===== src/rtl/matrix4_vector_transform_top_macros.svh =====
// Assertion helpers for the matrix transform block.
`ifndef MATRIX4_VECTOR_TRANSFORM_TOP_MACROS_SVH
`define MATRIX4_VECTOR_TRANSFORM_TOP_MACROS_SVH

// Consequent must hold in the same cycle as the antecedent.
`define M4VT_ASSERT_NOW(lbl, ante, cons) \
  lbl: assert property (@(posedge clk) disable iff (!rst_n) (ante) |-> (cons)) \
    else $error("m4vt assertion failed");

// Consequent must hold in the cycle after the antecedent.
`define M4VT_ASSERT_NEXT(lbl, ante, cons) \
  lbl: assert property (@(posedge clk) disable iff (!rst_n) (ante) |=> (cons)) \
    else $error("m4vt assertion failed");

`endif


===== src/rtl/m4vt_pkg.sv =====
package m4vt_pkg;

  localparam int FIELD_W          = 32;
  localparam int LANES            = 4;
  localparam int ELEMENT_BITS_DEF = 32;

  localparam logic KIND_LOAD  = 1'b0;
  localparam logic KIND_XFORM = 1'b1;

  // Per-stage advance strobes shared by all lanes.
  typedef struct packed {
    logic adv1;
    logic adv2;
  } m4vt_ctrl_t;

endpackage


===== src/rtl/m4vt_merge.sv =====
module m4vt_merge
  import m4vt_pkg::*;
#(
  parameter int ELEMENT_BITS = ELEMENT_BITS_DEF
) (
  input  logic                         clk,
  input  logic                         rst_n,
  input  logic                         adv3,
  input  logic                         in_valid,
  input  logic [ELEMENT_BITS-1:0]      sat_val [LANES],
  input  logic [LANES-1:0]             clip,
  output logic                         out_tvalid,
  output logic [LANES*FIELD_W-1:0]     out_tdata,
  output logic [0:0]                   out_tuser
);

  logic                     valid_r, valid_nxt;
  logic [LANES*FIELD_W-1:0] data_r, data_nxt;
  logic                     sat_r, sat_nxt;

  always_comb begin
    valid_nxt = adv3 ? in_valid : valid_r;
    data_nxt  = data_r;
    sat_nxt   = sat_r;
    if (adv3) begin
      for (int i = 0; i < LANES; i++) begin
        data_nxt[i*FIELD_W +: FIELD_W] = FIELD_W'($signed(sat_val[i]));
      end
      sat_nxt = |clip;
    end
  end

  always_ff @(posedge clk) begin
    if (!rst_n) begin
      valid_r <= 1'b0;
    end else begin
      valid_r <= valid_nxt;
    end
  end

  always_ff @(posedge clk) begin
    data_r <= data_nxt;
    sat_r  <= sat_nxt;
  end

  assign out_tvalid   = valid_r;
  assign out_tdata    = data_r;
  assign out_tuser[0] = sat_r;

endmodule


===== config.mk =====
export PLATFORM = sky130hd
export DESIGN_NAME = m4vt_merge
export DESIGN_NICKNAME = d
export VERILOG_FILES = /design/src/rtl/matrix4_vector_transform_top_macros.svh /design/src/rtl/m4vt_pkg.sv /design/src/rtl/m4vt_merge.sv
export SDC_FILE = /design/constraint.sdc
export NUM_CORES = 1
export LEC_CHECK = 0
export BUFFER_PORTS_ARGS = -buffer_cell sky130_fd_sc_hd__buf_2
export CORE_ASPECT_RATIO = 0.5
export CORE_UTILIZATION = 44
export CTS_CLUSTER_DIAMETER = 30
export DETAILED_ROUTE_END_ITERATION = 7
export PLACE_DENSITY = 0.84
export SETUP_SLACK_MARGIN = 0.5
export SYNTH_ARGS = -nofsm -noshare
export SYNTH_HDL_FRONTEND = slang
export SYNTH_SLANG_ARGS = --single-unit

===== constraint.sdc =====
create_clock -name clk -period 1.65 [get_ports clk]
set_input_delay 0.2475 -clock clk [delete_from_list [all_inputs] [get_ports clk]]
set_output_delay 0.2475 -clock clk [all_outputs]
set_load 0.02 [all_outputs]

After elaboration in Yosys (flattened, before gate mapping)
Cells that the tools add are included.
{ "totals": {"reg_bits": 130, "in_bits": 136, "out_inout_bits": 130, "elab_cells": 4} }
{ "classes": {"reduce_logical": 1} }
{ "ops": {"columns": ["cell", "count"], "rows": [
  ["OR reduction 4 bit", 1]
]} }

Depth between registers and ports, before layout
{ "logic_depth": {"ltp_word": 1, "depth_mapped": 2, "mapped_depth_nobuf": 2} }

Least setup slack after synthesis
Ideal clock, no wire load.
{ "synth_path": {"kind": "input to register", "from": "in clip[1]", "to": "reg sat_r, in the netlist out_tuser (data pin)", "setup_time_ns": 0.272, "arrival_ns": 0.739, "required_time_ns": 1.378, "path_slack_ns": 0.639, "path_stages": 1, "n_path_buf": 0, "path_cell_list": "or4_1"} }
{ "synth_between": {"elab_chain_cells": 1} }
{ "synth_rtl": {"columns": ["item", "line_no", "source"], "rows": [
  ["from (decl)", "m4vt_merge.sv:11", "input logic [LANES-1:0] clip,"],
  ["OR reduction 4 bit", "m4vt_merge.sv:29", "sat_nxt = |clip;"],
  ["to (signal assigned)", "m4vt_merge.sv:43", "sat_r <= sat_nxt;"],
  ["to (decl)", "m4vt_merge.sv:19", "logic sat_r, sat_nxt;"]
]} }
No other way between the ends.
A chain may end at the register's enable or synchronous reset.

Worst setup path after layout
{ "layout_path": {"from": "reg data_r[1], in the netlist out_tdata[1]", "to": "out out_tdata[1]"} }
{ "layout_rtl": {"columns": ["item", "line_no", "source"], "rows": [
  ["from (decl)", "m4vt_merge.sv:18", "logic [LANES*FIELD_W-1:0] data_r, data_nxt;"],
  ["from (signal assigned)", "m4vt_merge.sv:42", "data_r <= data_nxt;"],
  ["to (decl)", "m4vt_merge.sv:13", "output logic [LANES*FIELD_W-1:0] out_tdata,"]
]} }
No word-level cell between the ends.

==> parameters.txt <==
Parameter                              Value

Status
  Status    complete, no violations

Drt
  Drt first-iter violations    131
  Number of nets with antenna violations after routing    0
  Routed len/inst    18.4 µm
  DR pass1 iterations    4
  Post-detailed-route via-to-cell ratio    4.56
  Total length of routed wires    10000 µm
  Via count of the routed design    2480
  Drt drc    0

Synth
  Sequential area share after synthesis    99.4%
  Largest area contributor in the synthesized netlist    edfxtp_1
  Post-Syn Area per Cell    29.5 µm²
  Synthesized area    3920 µm²
  Yosys top cell area share    98.9%
  Ys Warns    0
  Number of nets in the synthesized netlist    269
  Post-Synthesis Cells    133
  Synthesis-stage register bit count    130
  Library cells used by synthesis    5
  Leading post-synthesis cells by cell area    edfxtp_1 99%, dfxtp_1 0.51%, mux2i_1 0.26%

Timing
  Setup tns final    0 ns
  Final critical-path required period    1.24 ns
  Slew at the pin closest to its max-slew limit    0.308 ns
  Share of the clock period used by the worst path after layout    75.1%
  Post-Route Hold Slack    0.0216 ns
  RSZ-0062 raised after global routing    true
  Setup violators final    0
  Worst rel slew slack    79.4%
  Post-route clock skew    0 ns
  Number of max-slew violations in the final report    0
  Max Clock Freq    806 MHz
  Hold Violations, Final    0

Worst hold path
  Hold_sp    sat_val[116]
  Hold path depth    1
  Class of the worst hold path    in2reg
  Worst hold path endpoint    out_tdata[20]$_DFFE_PP_

Die
  Floorplan die height    68.7 µm
  Full die area    9310 µm²
  Number of ports placed on the die boundary    266
  Starting utilization of the core area    47.1%
  Core area    8320 µm²
  Row count    23
  Width of the die    135 µm

Critical path
  Worst-path cell chain    buf_6
  Critical path type    reg2out
  Arrival time worst endpoint    0.99 ns
  Highest fanout seen on the critical path    1
  Buf+Inv Stages, Crit Path    1
  Gate family responsible for the most delay along the worst path    flip-flops
  Nature of the critical path endpoint    output pin
  Delay contributed by the slowest stage of the critical path    0.43 ns
  Critical Path Slowest Stage Cell    edfxtp_1
  Logic depth of the worst register-to-register path    2
  Worst path required time    1.40 ns
  Startpoint of the worst-slack reg-to-reg timing path    out_tvalid$_SDFFE_PN0P_
  Reg-to-Reg End    out_tvalid$_SDFFE_PN0P_
  Reg-to-reg setup timing slack    1.02 ns
  Startpoint class of the critical path    flip-flop

Global routing
  Number of antenna violations at the first check in global routing    0
  All-Layer GR Usage    20.1%
  Maximum number of pins on one net before global-route repair    59
  Leftover overflow at the end of global routing    0
  Wire length of the first global-routing pass    12700 µm
  Number of global-route vias before repair    2320

Pwr
  Power per Cell Area    1360 nW/µm²
  Peak supply drop    954 µV
  Pwr Total    0.00906 W
  Leakage component of the power    2.86 nW

CTS
  Clock Sinks    130
  CTS tree    done
  Buffer depth of the longest clock path    2
  Insertion delay of the later-clocked pin in the worst-skew pair    0.39 ns
  CTS Root Cell    clkbuf_16
  Buffers inserted by post-CTS timing repair    0
  Reg clk slew, reported paths    0.06 ns
  Number of H-tree branching levels    4
  Number of buffers created by CTS    17

Final layout
  Final layout net count    555
  Leading cell type in the layout, fill and taps excluded    buf_2
  Antenna cell count    0
  Layout filler cell count    461
  Synthesis-to-finish area growth    70.3%
  Most used cells in the layout excluding fill and tap cells    167 x buf_2, 129 x edfxtp_1, 96 x buf_6
  Fraction of layout cells with a size suffix above 1    69.2%

Placed design
  RD Place Congestion    0.801
  IO buf count    265
  Hpwl dp    7310 µm

Job
  Number of maximum-capacitance violations    0
## cells in the mapped netlist
cell type  number
edfxtp_1      129
dfxtp_1         1
mux2i_1         1
nor2b_1         1
or4_1           1
## where the power goes
group | total, W | leakage, nW | internal, W | switching, W
Combinational | 0.00104 | 1.28 | 0.000498 | 0.000543
Clock | 0.00398 | 0.310 | 0.00267 | 0.00131
Sequential | 0.00404 | 1.27 | 0.00393 | 0.000111
## layer usage
metal	vias up	track usage [%]	wire length, µm
met1	1270	22.3	3610
met4	0	9.83	148
li1	1123	-	-
met2	75	37.4	5900
met3	12	5.26	349
met5	-	0	0
## layout make-up
class / count / area [µm²] / area share (%)
sequential: 130 / 3890 / 58.4
clock inverter: 15 / 215 / 3.23
timing repair buffer: 267 / 1970 / 29.6
multi-input combinational: 3 / 23.8 / 0.356
clock buffer: 17 / 425 / 6.38
tap: 112 / 140 / 2.10
## sequential cells by signal, indices dropped and copies added (netlist names)
register and flops:
out_tdata 128, out_tuser 1, out_tvalid 1
## per-stage QoR
step / cells / util [%] / setup slack, ns / cell area [µm²]
global placement: 512 / 65.2 / 0.417 / 5430
global route: 544 / 80.2 / 0.398 / 6670
floorplan: 133 / - / 0.639 / 3920
finish: 544 / 80.2 / 0.410 / 6670
detailed placement: 512 / 65.2 / 0.408 / 5430
CTS: 544 / 76.0 / 0.410 / 6320
## logic make-up after synthesis
kind of cell	Yosys count	share of synthesized area, %
DFF	130	99.4
muxes	1	0.256
and+or+nand+nor	2	0.351
## how the worst max path moves through the flow
stage                             from                      end  slack [ns]  cells after the start
2_1_floorplan                  clip[1]      out_tuser$_DFFE_PP_        0.64                      1
3_3_place_gp                      adv3  out_tdata[82]$_DFFE_PP_        0.42                      2
3_5_place_dp                      adv3  out_tdata[51]$_DFFE_PP_        0.41                      2
4_1_cts         out_tdata[1]$_DFFE_PP_             out_tdata[1]        0.41                      1
5_1_grt        out_tdata[22]$_DFFE_PP_            out_tdata[22]        0.40                      1
6_report        out_tdata[1]$_DFFE_PP_             out_tdata[1]        0.41                      1
## timing repair
action                                  CTS  global route
endpoints found under the setup margin  130           130
resized for setup                        81           113
hold buffers                              0             0
cloned                                    0             0
endpoints found under the hold margin     0             0
pin swaps                                 0             0
Power figures use the tool's default switching activity.
